<file path="config.mk">
export PLATFORM = sky130hd
export DESIGN_NAME = red_blob_centroid_top
export DESIGN_NICKNAME = d
export VERILOG_FILES = /design/src/rtl/core/rbc_pkg.sv /design/src/rtl/core/rbc_front.sv /design/src/rtl/core/rbc_queue.sv /design/src/rtl/core/rbc_div.sv /design/src/rtl/core/rbc_back.sv /design/src/rtl/core/red_blob_centroid_top.sv
export SDC_FILE = /design/constraint.sdc
export NUM_CORES = 1
export LEC_CHECK = 0
export ABC_CLOCK_PERIOD_IN_PS = 6000
export BUFFER_PORTS_ARGS = -buffer_cell sky130_fd_sc_hd__buf_2
export CORE_MARGIN = 2
export CORE_UTILIZATION = 60
export DETAILED_ROUTE_END_ITERATION = 8
export PLACE_DENSITY = 0.73
export RECOVER_POWER = 25
export SYNTH_ARGS = -nofsm -noshare
export SYNTH_HDL_FRONTEND = slang
export SYNTH_HIERARCHICAL = 1
export SYNTH_SLANG_ARGS = --single-unit
</file>
<file path="constraint.sdc">
create_clock -name clk -period 6 [get_ports clk]
set_input_delay 0.3 -clock clk [delete_from_list [all_inputs] [get_ports clk]]
set_output_delay 0.3 -clock clk [all_outputs]
set_load 0.02 [all_outputs]
</file>
<file path="src/rtl/core/rbc_pkg.sv">
// Shared constants and types for the red blob centroid block.
`timescale 1ns / 1ps

package rbc_pkg;

  localparam int CFG_W       = 11;
  localparam int COLOR_W     = 8;
  localparam int MEAN_W      = 14;
  localparam int FRAC_W      = 4;
  localparam int MEAN_MAX    = 16383;
  localparam int QUEUE_DEPTH = 4;

  localparam int DEF_MAX_WIDTH    = 1024;
  localparam int DEF_MAX_HEIGHT   = 1024;
  localparam int DEF_SIZE_DIVISOR = 20;

  localparam logic [CFG_W-1:0] WIDTH_RESET  = 11'd640;
  localparam logic [CFG_W-1:0] HEIGHT_RESET = 11'd480;

  // configuration register indexes
  localparam logic REG_FRAME_WIDTH  = 1'b0;
  localparam logic REG_FRAME_HEIGHT = 1'b1;

  localparam logic [COLOR_W-1:0] COLOR_FULL = 8'd255;

  localparam logic KIND_PIXEL  = 1'b0;
  localparam logic KIND_TARGET = 1'b1;

  // classified pixel handed from the front to the back
  typedef struct packed {
    logic               reddish;
    logic               frame_end;
    logic [COLOR_W-1:0] red;
    logic [COLOR_W-1:0] green;
    logic [COLOR_W-1:0] blue;
  } rbc_pixel_t;

endpackage

</file>
<file path="src/rtl/core/rbc_front.sv">
// Front: classifies incoming pixels and tracks the raster position.
`timescale 1ns / 1ps

module rbc_front #(
  parameter int MAX_WIDTH  = rbc_pkg::DEF_MAX_WIDTH,
  parameter int MAX_HEIGHT = rbc_pkg::DEF_MAX_HEIGHT
) (
  input  logic                               clk,
  input  logic                               rst,
  input  logic                               accept,
  input  logic [rbc_pkg::COLOR_W-1:0]        pixel_red,
  input  logic [rbc_pkg::COLOR_W-1:0]        pixel_green,
  input  logic [rbc_pkg::COLOR_W-1:0]        pixel_blue,
  input  logic [$clog2(MAX_WIDTH+1)-1:0]     width_eff,
  input  logic [$clog2(MAX_HEIGHT+1)-1:0]    height_eff,
  output rbc_pkg::rbc_pixel_t                pixel,
  output logic [$clog2(MAX_WIDTH)-1:0]       column,
  output logic [$clog2(MAX_HEIGHT)-1:0]      row
);

  localparam int CW = $clog2(MAX_WIDTH);
  localparam int RW = $clog2(MAX_HEIGHT);
  localparam int WW = $clog2(MAX_WIDTH+1);
  localparam int HW = $clog2(MAX_HEIGHT+1);
  localparam int PW = rbc_pkg::COLOR_W + 3;

  logic [CW-1:0] column_counter;
  logic [RW-1:0] row_counter;
  logic [PW-1:0] red5, green5;
  logic          reddish, row_end, frame_end;

  always_comb begin
    red5      = (PW'(pixel_blue) << 2) + PW'(pixel_blue);
    green5    = (PW'(pixel_green) << 2) + PW'(pixel_green);
    reddish   = (PW'(pixel_red) > red5) && (PW'(pixel_red) > green5);
    row_end   = WW'(column_counter) >= (width_eff - WW'(1));
    frame_end = row_end && (HW'(row_counter) >= (height_eff - HW'(1)));
  end

  always_comb begin
    pixel.reddish   = reddish;
    pixel.frame_end = frame_end;
    pixel.red       = reddish ? rbc_pkg::COLOR_FULL : pixel_red;
    pixel.green     = pixel_green;
    pixel.blue      = pixel_blue;
    column          = column_counter;
    row             = row_counter;
  end

  always_ff @(posedge clk) begin
    if (rst) begin
      column_counter <= '0;
      row_counter    <= '0;
    end else if (accept) begin
      if (frame_end) begin
        column_counter <= '0;
        row_counter    <= '0;
      end else if (row_end) begin
        column_counter <= '0;
        row_counter    <= row_counter + RW'(1);
      end else begin
        column_counter <= column_counter + CW'(1);
      end
    end
  end

endmodule

</file>
<file path="src/rtl/core/rbc_queue.sv">
// Short queue between the front and the back.
`timescale 1ns / 1ps

module rbc_queue #(
  parameter int WIDTH = 8,
  parameter int DEPTH = rbc_pkg::QUEUE_DEPTH
) (
  input  logic             clk,
  input  logic             rst,
  input  logic             push,
  input  logic [WIDTH-1:0] push_data,
  input  logic             pop,
  output logic [WIDTH-1:0] pop_data,
  output logic             full,
  output logic             empty
);

  localparam int AW = (DEPTH > 1) ? $clog2(DEPTH) : 1;
  localparam int NW = $clog2(DEPTH+1);

  logic [WIDTH-1:0] entries [DEPTH];
  logic [AW-1:0]    wr_ptr, rd_ptr;
  logic [NW-1:0]    fill;

  assign full     = fill == NW'(DEPTH);
  assign empty    = fill == '0;
  assign pop_data = entries[rd_ptr];

  function automatic logic [AW-1:0] bump(input logic [AW-1:0] p);
    return (p == AW'(DEPTH-1)) ? '0 : p + AW'(1);
  endfunction

  always_ff @(posedge clk) begin
    if (push) entries[wr_ptr] <= push_data;
  end

  always_ff @(posedge clk) begin
    if (rst) begin
      wr_ptr <= '0;
      rd_ptr <= '0;
      fill   <= '0;
    end else begin
      if (push) wr_ptr <= bump(wr_ptr);
      if (pop)  rd_ptr <= bump(rd_ptr);
      if (push && !pop)      fill <= fill + NW'(1);
      else if (pop && !push) fill <= fill - NW'(1);
    end
  end

endmodule

</file>
<file path="src/rtl/core/rbc_div.sv">
// Iterative restoring divider, one quotient bit per cycle.
`timescale 1ns / 1ps

module rbc_div #(
  parameter int DW = 16,
  parameter int VW = 8
) (
  input  logic          clk,
  input  logic          rst,
  input  logic          start,
  input  logic [DW-1:0] dividend,
  input  logic [VW-1:0] divisor,
  output logic          busy,
  output logic          done,
  output logic [DW-1:0] quotient
);

  localparam int NW = $clog2(DW+1);

  logic [VW-1:0] rem;
  logic [VW-1:0] dvsr;
  logic [NW-1:0] steps;
  logic [VW:0]   shifted;
  logic          fits;

  always_comb begin
    shifted = {rem, quotient[DW-1]};
    fits    = shifted >= {1'b0, dvsr};
  end

  always_ff @(posedge clk) begin
    if (rst) begin
      busy  <= 1'b0;
      done  <= 1'b0;
      steps <= '0;
    end else begin
      done <= 1'b0;
      if (start) begin
        busy  <= 1'b1;
        steps <= NW'(DW);
      end else if (busy) begin
        steps <= steps - NW'(1);
        if (steps == NW'(1)) begin
          busy <= 1'b0;
          done <= 1'b1;
        end
      end
    end
  end

  always_ff @(posedge clk) begin
    if (start) begin
      rem      <= '0;
      dvsr     <= divisor;
      quotient <= dividend;
    end else if (busy) begin
      rem      <= fits ? VW'(shifted - {1'b0, dvsr}) : shifted[VW-1:0];
      quotient <= {quotient[DW-2:0], fits};
    end
  end

endmodule

</file>
<file path="src/rtl/core/rbc_back.sv">
// Back: accumulates reddish positions, emits pixel and frame target results.
`timescale 1ns / 1ps

module rbc_back #(
  parameter int MAX_WIDTH    = rbc_pkg::DEF_MAX_WIDTH,
  parameter int MAX_HEIGHT   = rbc_pkg::DEF_MAX_HEIGHT,
  parameter int SIZE_DIVISOR = rbc_pkg::DEF_SIZE_DIVISOR
) (
  input  logic                             clk,
  input  logic                             rst,
  input  logic                             q_empty,
  input  rbc_pkg::rbc_pixel_t              q_pixel,
  input  logic [$clog2(MAX_WIDTH)-1:0]     q_column,
  input  logic [$clog2(MAX_HEIGHT)-1:0]    q_row,
  output logic                             q_pop,
  input  logic [$clog2(MAX_WIDTH+1)-1:0]   width_eff,
  input  logic [$clog2(MAX_HEIGHT+1)-1:0]  height_eff,
  output logic                             out_valid,
  input  logic                             out_ready,
  output logic                             result_kind,
  output logic [rbc_pkg::COLOR_W-1:0]      out_red,
  output logic [rbc_pkg::COLOR_W-1:0]      out_green,
  output logic [rbc_pkg::COLOR_W-1:0]      out_blue,
  output logic [rbc_pkg::MEAN_W-1:0]       mean_column,
  output logic [rbc_pkg::MEAN_W-1:0]       mean_row,
  output logic                             target_found,
  output logic                             last_of_run
);

  localparam int CW    = $clog2(MAX_WIDTH);
  localparam int RW    = $clog2(MAX_HEIGHT);
  localparam int WW    = $clog2(MAX_WIDTH+1);
  localparam int HW    = $clog2(MAX_HEIGHT+1);
  localparam int NCW   = $clog2(MAX_WIDTH*MAX_HEIGHT+1);
  localparam int CSW   = CW + NCW;
  localparam int RSW   = RW + NCW;
  localparam int SUMW  = (CSW > RSW) ? CSW : RSW;
  localparam int DW    = SUMW + rbc_pkg::FRAC_W;
  localparam int VW    = NCW;
  localparam int LW    = WW + HW;
  localparam int MW    = rbc_pkg::MEAN_W;

  // size / SIZE_DIVISOR as (size * RM) >> RS, exact for every size below 2**XW
  localparam int XW    = (WW > HW) ? WW : HW;
  localparam int RS    = XW + $clog2(SIZE_DIVISOR);
  localparam longint unsigned RM =
    ((64'd1 << RS) + 64'(SIZE_DIVISOR) - 64'd1) / 64'(SIZE_DIVISOR);
  localparam int PRW   = XW + RS + 1;

  typedef enum logic [4:0] {
    ST_RUN   = 5'b00001,
    ST_START = 5'b00010,
    ST_WAIT  = 5'b00100,
    ST_LIMIT = 5'b01000,
    ST_EMIT  = 5'b10000
  } state_t;

  typedef enum logic {
    OP_COL = 1'b0,
    OP_ROW = 1'b1
  } op_t;

  state_t         state;
  op_t            op;
  logic [CSW-1:0] column_sum;
  logic [RSW-1:0] row_sum;
  logic [NCW-1:0] reddish_count;
  logic [MW-1:0]  mean_col_r, mean_row_r;
  logic [WW-1:0]  width_q;
  logic [HW-1:0]  height_q;
  logic [LW-1:0]  limit;
  logic [PRW-1:0] width_prod, height_prod;

  logic           out_free;
  logic           div_start, div_busy, div_done;
  logic [DW-1:0]  div_dividend, div_q;
  logic [VW-1:0]  div_divisor;
  logic [MW-1:0]  q_sat;

  assign out_free  = !out_valid || out_ready;
  assign q_pop     = (state == ST_RUN) && !q_empty && out_free;
  assign div_start = state == ST_START;

  always_comb begin
    case (op)
      OP_COL:  div_dividend = DW'({column_sum, {rbc_pkg::FRAC_W{1'b0}}});
      OP_ROW:  div_dividend = DW'({row_sum, {rbc_pkg::FRAC_W{1'b0}}});
      default: div_dividend = '0;
    endcase
    div_divisor = VW'(reddish_count);
    if (reddish_count == '0)
      q_sat = '0;
    else if (div_q > DW'(rbc_pkg::MEAN_MAX))
      q_sat = MW'(rbc_pkg::MEAN_MAX);
    else
      q_sat = div_q[MW-1:0];
    width_prod  = PRW'(width_eff) * PRW'(RM);
    height_prod = PRW'(height_eff) * PRW'(RM);
  end

  rbc_div #(
    .DW(DW),
    .VW(VW)
  ) u_div (
    .clk      (clk),
    .rst      (rst),
    .start    (div_start),
    .dividend (div_dividend),
    .divisor  (div_divisor),
    .busy     (div_busy),
    .done     (div_done),
    .quotient (div_q)
  );

  always_ff @(posedge clk) begin
    if (rst) begin
      state         <= ST_RUN;
      op            <= OP_COL;
      out_valid     <= 1'b0;
      column_sum    <= '0;
      row_sum       <= '0;
      reddish_count <= '0;
    end else begin
      if (out_valid && out_ready) out_valid <= 1'b0;
      case (state)
        ST_RUN: begin
          if (q_pop) begin
            if (q_pixel.reddish) begin
              column_sum    <= column_sum + CSW'(q_column);
              row_sum       <= row_sum + RSW'(q_row);
              reddish_count <= reddish_count + NCW'(1);
            end
            out_valid <= 1'b1;
            if (q_pixel.frame_end) begin
              state <= ST_START;
              op    <= OP_COL;
            end
          end
        end
        ST_START: state <= ST_WAIT;
        ST_WAIT: begin
          if (div_done) begin
            if (op == OP_ROW) state <= ST_LIMIT;
            else begin
              op    <= OP_ROW;
              state <= ST_START;
            end
          end
        end
        ST_LIMIT: state <= ST_EMIT;
        ST_EMIT: begin
          if (out_free) begin
            out_valid     <= 1'b1;
            column_sum    <= '0;
            row_sum       <= '0;
            reddish_count <= '0;
            state         <= ST_RUN;
          end
        end
        default: state <= ST_RUN;
      endcase
    end
  end

  // result payload and division results
  always_ff @(posedge clk) begin
    if (q_pop) begin
      result_kind  <= rbc_pkg::KIND_PIXEL;
      out_red      <= q_pixel.red;
      out_green    <= q_pixel.green;
      out_blue     <= q_pixel.blue;
      mean_column  <= '0;
      mean_row     <= '0;
      target_found <= 1'b0;
      last_of_run  <= !q_pixel.frame_end;
    end else if (state == ST_EMIT && out_free) begin
      result_kind  <= rbc_pkg::KIND_TARGET;
      out_red      <= '0;
      out_green    <= '0;
      out_blue     <= '0;
      mean_column  <= mean_col_r;
      mean_row     <= mean_row_r;
      target_found <= LW'(reddish_count) > limit;
      last_of_run  <= 1'b1;
    end
    if (state == ST_WAIT && div_done) begin
      case (op)
        OP_COL:  mean_col_r <= q_sat;
        OP_ROW:  mean_row_r <= q_sat;
        default: ;
      endcase
    end
    if (state == ST_START) begin
      width_q  <= WW'(width_prod >> RS);
      height_q <= HW'(height_prod >> RS);
    end
    if (state == ST_LIMIT) limit <= LW'(width_q) * LW'(height_q);
  end

  a_start_idle: assert property (@(posedge clk) disable iff (rst)
    div_start |-> !div_busy)
    else $error("divider started while busy");

  a_sums_hold: assert property (@(posedge clk) disable iff (rst)
    (state == ST_WAIT) |=> $stable(reddish_count) && $stable(column_sum))
    else $error("accumulators changed during division");

  a_frame_end_seq: assert property (@(posedge clk) disable iff (rst)
    (q_pop && q_pixel.frame_end) |=> (state == ST_START) && out_valid && !last_of_run)
    else $error("frame end did not start the target sequence");

  a_target_last: assert property (@(posedge clk) disable iff (rst)
    (state == ST_EMIT && out_free) |=> out_valid && result_kind && last_of_run)
    else $error("target result not issued");

endmodule

</file>
<file path="src/rtl/core/red_blob_centroid_top.sv">
// Top level of the red blob centroid block.
`timescale 1ns / 1ps
//
// Pixels enter on in_valid/in_ready in raster order (pixel_red/green/blue).
// Each pixel yields one result on out_valid/out_ready: the pixel itself, red
// forced to 255 when red exceeds five times green and five times blue. After
// the last pixel of a frame a second, target result follows with the mean
// column and row of the reddish pixels (4 fraction bits) and a found flag.
// Frame size is set through cfg_we/cfg_index/cfg_data (0 width, 1 height);
// the user must do so only while the block is idle; the block does not check.
// With the queue empty and the output free, an accepted pixel is first written
// into the queue, then popped by the back into the output register.
// Throughput: one pixel per cycle inside a frame while out_ready stays high.
// At frame end the back runs two divisions, column then row, on its bit-serial
// divider (DW = 35 at the default 1024x1024 maximum), then forms the limit;
// the 4-entry queue fills and in_ready drops until the target result is loaded.
// Reset clears position, sums and queue; size registers return to 640x480.
// A stalled receiver holds the output register; the queue keeps taking
// pixels until it is full.

module red_blob_centroid_top #(
  parameter int MAX_WIDTH    = rbc_pkg::DEF_MAX_WIDTH,
  parameter int MAX_HEIGHT   = rbc_pkg::DEF_MAX_HEIGHT,
  parameter int SIZE_DIVISOR = rbc_pkg::DEF_SIZE_DIVISOR
) (
  input  logic                          clk,
  input  logic                          rst,
  input  logic                          cfg_we,
  input  logic                          cfg_index,
  input  logic [rbc_pkg::CFG_W-1:0]     cfg_data,
  input  logic                          in_valid,
  output logic                          in_ready,
  input  logic [rbc_pkg::COLOR_W-1:0]   pixel_red,
  input  logic [rbc_pkg::COLOR_W-1:0]   pixel_green,
  input  logic [rbc_pkg::COLOR_W-1:0]   pixel_blue,
  output logic                          out_valid,
  input  logic                          out_ready,
  output logic                          result_kind,
  output logic [rbc_pkg::COLOR_W-1:0]   out_red,
  output logic [rbc_pkg::COLOR_W-1:0]   out_green,
  output logic [rbc_pkg::COLOR_W-1:0]   out_blue,
  output logic [rbc_pkg::MEAN_W-1:0]    mean_column,
  output logic [rbc_pkg::MEAN_W-1:0]    mean_row,
  output logic                          target_found,
  output logic                          last_of_run
);

  localparam int CW = $clog2(MAX_WIDTH);
  localparam int RW = $clog2(MAX_HEIGHT);
  localparam int WW = $clog2(MAX_WIDTH+1);
  localparam int HW = $clog2(MAX_HEIGHT+1);
  localparam int PXW = $bits(rbc_pkg::rbc_pixel_t);
  localparam int EW = PXW + CW + RW;

  logic [rbc_pkg::CFG_W-1:0] frame_width, frame_height;
  logic [WW-1:0]             width_eff;
  logic [HW-1:0]             height_eff;

  rbc_pkg::rbc_pixel_t       f_pixel, q_pixel;
  logic [CW-1:0]             f_column, q_column;
  logic [RW-1:0]             f_row, q_row;
  logic [EW-1:0]             q_data;
  logic                      accept, q_full, q_empty, q_pop;

  always_ff @(posedge clk) begin
    if (rst) begin
      frame_width  <= rbc_pkg::WIDTH_RESET;
      frame_height <= rbc_pkg::HEIGHT_RESET;
    end else if (cfg_we) begin
      case (cfg_index)
        rbc_pkg::REG_FRAME_WIDTH:  frame_width  <= cfg_data;
        rbc_pkg::REG_FRAME_HEIGHT: frame_height <= cfg_data;
        default: ;
      endcase
    end
  end

  // zero acts as one, oversize as the maximum
  always_comb begin
    if (frame_width == '0)
      width_eff = WW'(1);
    else if (32'(frame_width) > 32'(MAX_WIDTH))
      width_eff = WW'(MAX_WIDTH);
    else
      width_eff = WW'(frame_width);
    if (frame_height == '0)
      height_eff = HW'(1);
    else if (32'(frame_height) > 32'(MAX_HEIGHT))
      height_eff = HW'(MAX_HEIGHT);
    else
      height_eff = HW'(frame_height);
  end

  assign in_ready = !q_full;
  assign accept   = in_valid && !q_full;

  rbc_front #(
    .MAX_WIDTH  (MAX_WIDTH),
    .MAX_HEIGHT (MAX_HEIGHT)
  ) u_front (
    .clk         (clk),
    .rst         (rst),
    .accept      (accept),
    .pixel_red   (pixel_red),
    .pixel_green (pixel_green),
    .pixel_blue  (pixel_blue),
    .width_eff   (width_eff),
    .height_eff  (height_eff),
    .pixel       (f_pixel),
    .column      (f_column),
    .row         (f_row)
  );

  rbc_queue #(
    .WIDTH (EW),
    .DEPTH (rbc_pkg::QUEUE_DEPTH)
  ) u_queue (
    .clk       (clk),
    .rst       (rst),
    .push      (accept),
    .push_data ({f_pixel, f_column, f_row}),
    .pop       (q_pop),
    .pop_data  (q_data),
    .full      (q_full),
    .empty     (q_empty)
  );

  assign q_pixel  = q_data[EW-1 -: PXW];
  assign q_column = q_data[CW+RW-1 -: CW];
  assign q_row    = q_data[RW-1:0];

  rbc_back #(
    .MAX_WIDTH    (MAX_WIDTH),
    .MAX_HEIGHT   (MAX_HEIGHT),
    .SIZE_DIVISOR (SIZE_DIVISOR)
  ) u_back (
    .clk          (clk),
    .rst          (rst),
    .q_empty      (q_empty),
    .q_pixel      (q_pixel),
    .q_column     (q_column),
    .q_row        (q_row),
    .q_pop        (q_pop),
    .width_eff    (width_eff),
    .height_eff   (height_eff),
    .out_valid    (out_valid),
    .out_ready    (out_ready),
    .result_kind  (result_kind),
    .out_red      (out_red),
    .out_green    (out_green),
    .out_blue     (out_blue),
    .mean_column  (mean_column),
    .mean_row     (mean_row),
    .target_found (target_found),
    .last_of_run  (last_of_run)
  );

endmodule
</file>
==> flow_metrics.py <==
metrics = {
    "power": {
        "power_leakage_nw": 13.7,
        "powerDensity_mw_per_mm2": 373,
        "ir_drop_uv": 258,
    },
    "worst_hold_path": {
        "hold_path_class": "input port to register",
        "hold_start": "pixel_red[2]",
    },
    "worst_setup_path": {
        "critPathSlowestCell": "fa_1",
        "cp.required_ns": 6.43,
        "critical_path_class": "register to register",
        "crit_start": "frame_height[10]",
        "critPathMaxFanout": 15,
        "crit_chain": "nor2b_1 -> inv_1 -> ha_1 -> fa_1 -> inv_1 -> fa_1 -> inv_1 -> fa_1 -> inv_1 -> fa_1 -> ha_1 -> a21o_1 -> a21o_1 -> a221oi_1 -> a21oi_1 -> a31o_2 -> a211oi_1",
        "r2r_slack_ns": 0.40,
        "reg2reg_from": "frame_height[10]",
        "max_stage_delay_ns": 0.56,
        "worst_setup_path_end_kind": "register",
        "cp.arrival_ns": 6.03,
        "start_kind": "register",
    },
    "cells_and_area": {
        "final_nets": 3312,
        "register_area_mm2": 0.0136,
        "post-route-util_pct": 67.2,
        "num_antenna_cells": 0,
        "final_layout_size_suffix_gt1_share_pct": 10.6,
        "areaGrowthSynthToFinish_pct": 10.1,
        "fillers": 3832,
        "multiInputGateArea_mm2": 0.0155,
    },
    "sta": {
        "final.setup.worst_slack_ns": 0.404,
        "clock.fmax_ghz": 0.179,
        "final_max_slew_viol_count": 68,
        "final_hold_viol_count": 0,
        "fin_setup_tns_ns": 0,
        "worstMarginPinSlew_ns": 3.37,
        "timing.final.crit_period_ns": 5.60,
        "skew_ns": 0.0185,
        "finalCritPeriodShare_pct": 93.3,
        "setup_viol": 0,
        "rsz0062_at_grt": "false",
        "timing.slew.headroom_pct": -125,
    },
    "synthesis": {
        "yosysTopAreaCell": "edfxtp_1",
        "synthMuxAreaShare_pct": 6.73,
        "avgSynthCellArea_um2": 11.0,
        "synth_enable_flop_cells": 321,
        "synth-seq-area-share_pct": 44.4,
        "synth_compound_area_share_pct": 9.91,
        "synth_ff_type": "edfxtp_1",
        "synth_fa_ha_area_share_pct": 17.4,
        "synth_common_cells": "edfxtp_1 (321), ha_1 (281), inv_1 (275), nand2_1 (263), dfxtp_1 (200)",
        "netlist_area_mm2": 0.0307,
        "synthArstFlopShare_pct": 0,
        "postSynthCellCount": 2785,
        "synth_most_common_cell": "edfxtp_1",
        "ys_types": 96,
        "synth-xor-area-share_pct": 3.39,
        "yosys_register_bits": 521,
        "synth_warnings": 6,
        "synth_top_family_by_area": "adder cells",
        "synth_top_area_share_pct": 31.3,
        "synth_area_leaders": "edfxtp_1 (31%), dfxtp_1 (13%), ha_1 (11%)",
        "synth-simple-area-share_pct": 12.9,
    },
    "global_route": {
        "first_global_vias": 21400,
        "grt_usage_pct": 25.8,
        "grt_max_degree": 71,
        "grt_overflow": 0,
        "grt_antenna_before_repair": 0,
        "grt_pass1_wl_um": 110000,
    },
    "die": {
        "rows": 82,
        "fp.dieW_um": 230,
        "coreArea_mm2": 0.0504,
        "die_h_um": 230,
        "fp.dieArea_mm2": 0.0531,
        "start_util_pct": 61.0,
        "boundaryPins": 98,
    },
    "clock_tree": {
        "clk_latency_ns": 0.62,
        "clock_tree.buffer_depth": 3,
        "cts.clk_slew.worst_paths_ns": 0.06,
        "cts_tree": "yes",
        "cts_made_buffers": 54,
        "cts_resized": 0,
        "clkSinkCount": 521,
        "clock_tree.root_cell": "clkbuf_16",
        "htree_num_levels": 2,
    },
    "routing": {
        "via_per_inst": 5.84,
        "vias": 21100,
        "dr.pass1.iters": 8,
        "postRouteAntennaNets": 0,
        "drt-total-wl_um": 67700,
        "drtIter0Drc": 1414,
        "drc_errors": 0,
        "wl_per_cell_um": 18.7,
    },
    "place": {
        "portBuffers": 97,
        "dpl.hpwl_um": 48400,
        "dpl_worst_slack_ns": 0.415,
        "gp_congestion": 0.902,
    },
    "run_status": {
        "status": "finished, violations left",
        "violations": "capacitance limit, slew limit",
    },
    "run": {
        "cap_violations": 1,
    },
}
stage by stage:
step | instances | hold WS, ns | total power (W) | instance area (um2)
after global placement | 3487 | 0.437 | 0.00903 | 31800
after global routing | 3616 | 0.123 | 0.0134 | 33800
after CTS | 3616 | 0.0830 | 0.0127 | 33900
after floorplan | 2788 | 0.369 | 0.00804 | 30800
final | 3616 | 0.117 | 0.0126 | 33800
after detailed placement | 3487 | 0.443 | 0.00918 | 31800
state kept, by name, summed over array words and instances, names as in the netlist, 5 cells and up, named ones only:
register               count
u_back/u_div/quotient     35
u_back/width_q             7
u_back/mean_row           14
u_back/u_div/rem          21
u_back/height_q            7
u_queue/entries          184
u_back/limit              14
u_back/div_divisor        21
u_back/mean_column        14
u_back/u_div/steps         6
u_back/mean_col_r         14
u_back/state               5
u_back/out_blue            8
u_back/row_sum            31
u_front/row               10
frame_height              11
u_back/column_sum         31
u_back/out_green           8
u_back/out_red             8
u_back/u_div/dvsr         21
u_back/mean_row_r         14
frame_width               11
u_front/column            10
path summary, 6_finish.rpt:
check / endpoint / cells past startpoint
worst min-delay path: u_queue/entries[0][38] / 2
worst min register to register: u_back/mean_column[13] / 2
worst max register to register: u_back/height_q[4] / 17
worst max-delay path: u_back/height_q[4] / 17
worst max-delay path: cells and delay by family, from the launching register on:
family / cells / cell delay (ns)
AND/OR/NAND/NOR: 1 / 0.50
buffers and inverters: 4 / 0.30
adder cells (fa/ha/maj): 6 / 2.64
AO/OA/AOI/OAI: 6 / 1.48
flip-flops: 1 / 0.47
power by group:
part	leakage (nW)	internal, W	total [W]	switching, W
combinational	8.21	0.00184	0.00448	0.00264
clock	0.904	0.00203	0.00345	0.00142
sequential	4.63	0.00435	0.00468	0.000331
total	13.7	0.00822	0.0126	0.00439
layout make-up:
cell class                 count  area share, %
multi-input combinational   1888           45.9
clock inverter                27           1.01
clock buffer                  75           4.46
tap                          672           2.48
inverter                     275           3.05
timing repair buffer         158           2.79
sequential                   521           40.3
routing by layer:
| metal | share of wire [%] | track usage [%] |
|---|---|---|
| met1 | 43 | 33.6 |
| met2 | 49 | 44.5 |
| met3 | 5.1 | 3.11 |
| met4 | 3.0 | 9.21 |
| met5 | 0 | 0 |
cell usage in the layout, fill, tap and decap left out, types with 46 or more instances in the layout:
cell type,count
clkbuf_1,65
dfxtp_1,198
xor2_1,54
inv_1,274
clkbuf_16,54
fa_1,92
mux2_2,61
nand2_1,263
a21oi_1,167
nor2_1,168
xnor2_1,65
nand3_1,48
and2_1,57
o21ai_0,69
buf_2,46
edfxtp_1,321
ha_1,281
kinds of logic (layout without fill, tap and decap cells):
| kind of cell | after synthesis | in the layout |
|---|---|---|
| xor+xnor | 119 | 119 |
| flops | 521 | 521 |
| simple gates | 799 | 799 |
| buf+inv | 379 | 535 |
| mux | 139 | 139 |
| other cells | 1 | 4 |
| compound gates | 454 | 454 |
| fa+ha+maj | 373 | 373 |
repair_timing:
| item | CTS | global route |
|---|---|---|
| buffers inserted | 0 | 0 |
| setup endpoints to repair | 0 | 0 |
| hold buffers | 27 | 0 |
| endpoints found under the hold margin | 86 | 0 |
(Power assumes the default switching activity.)
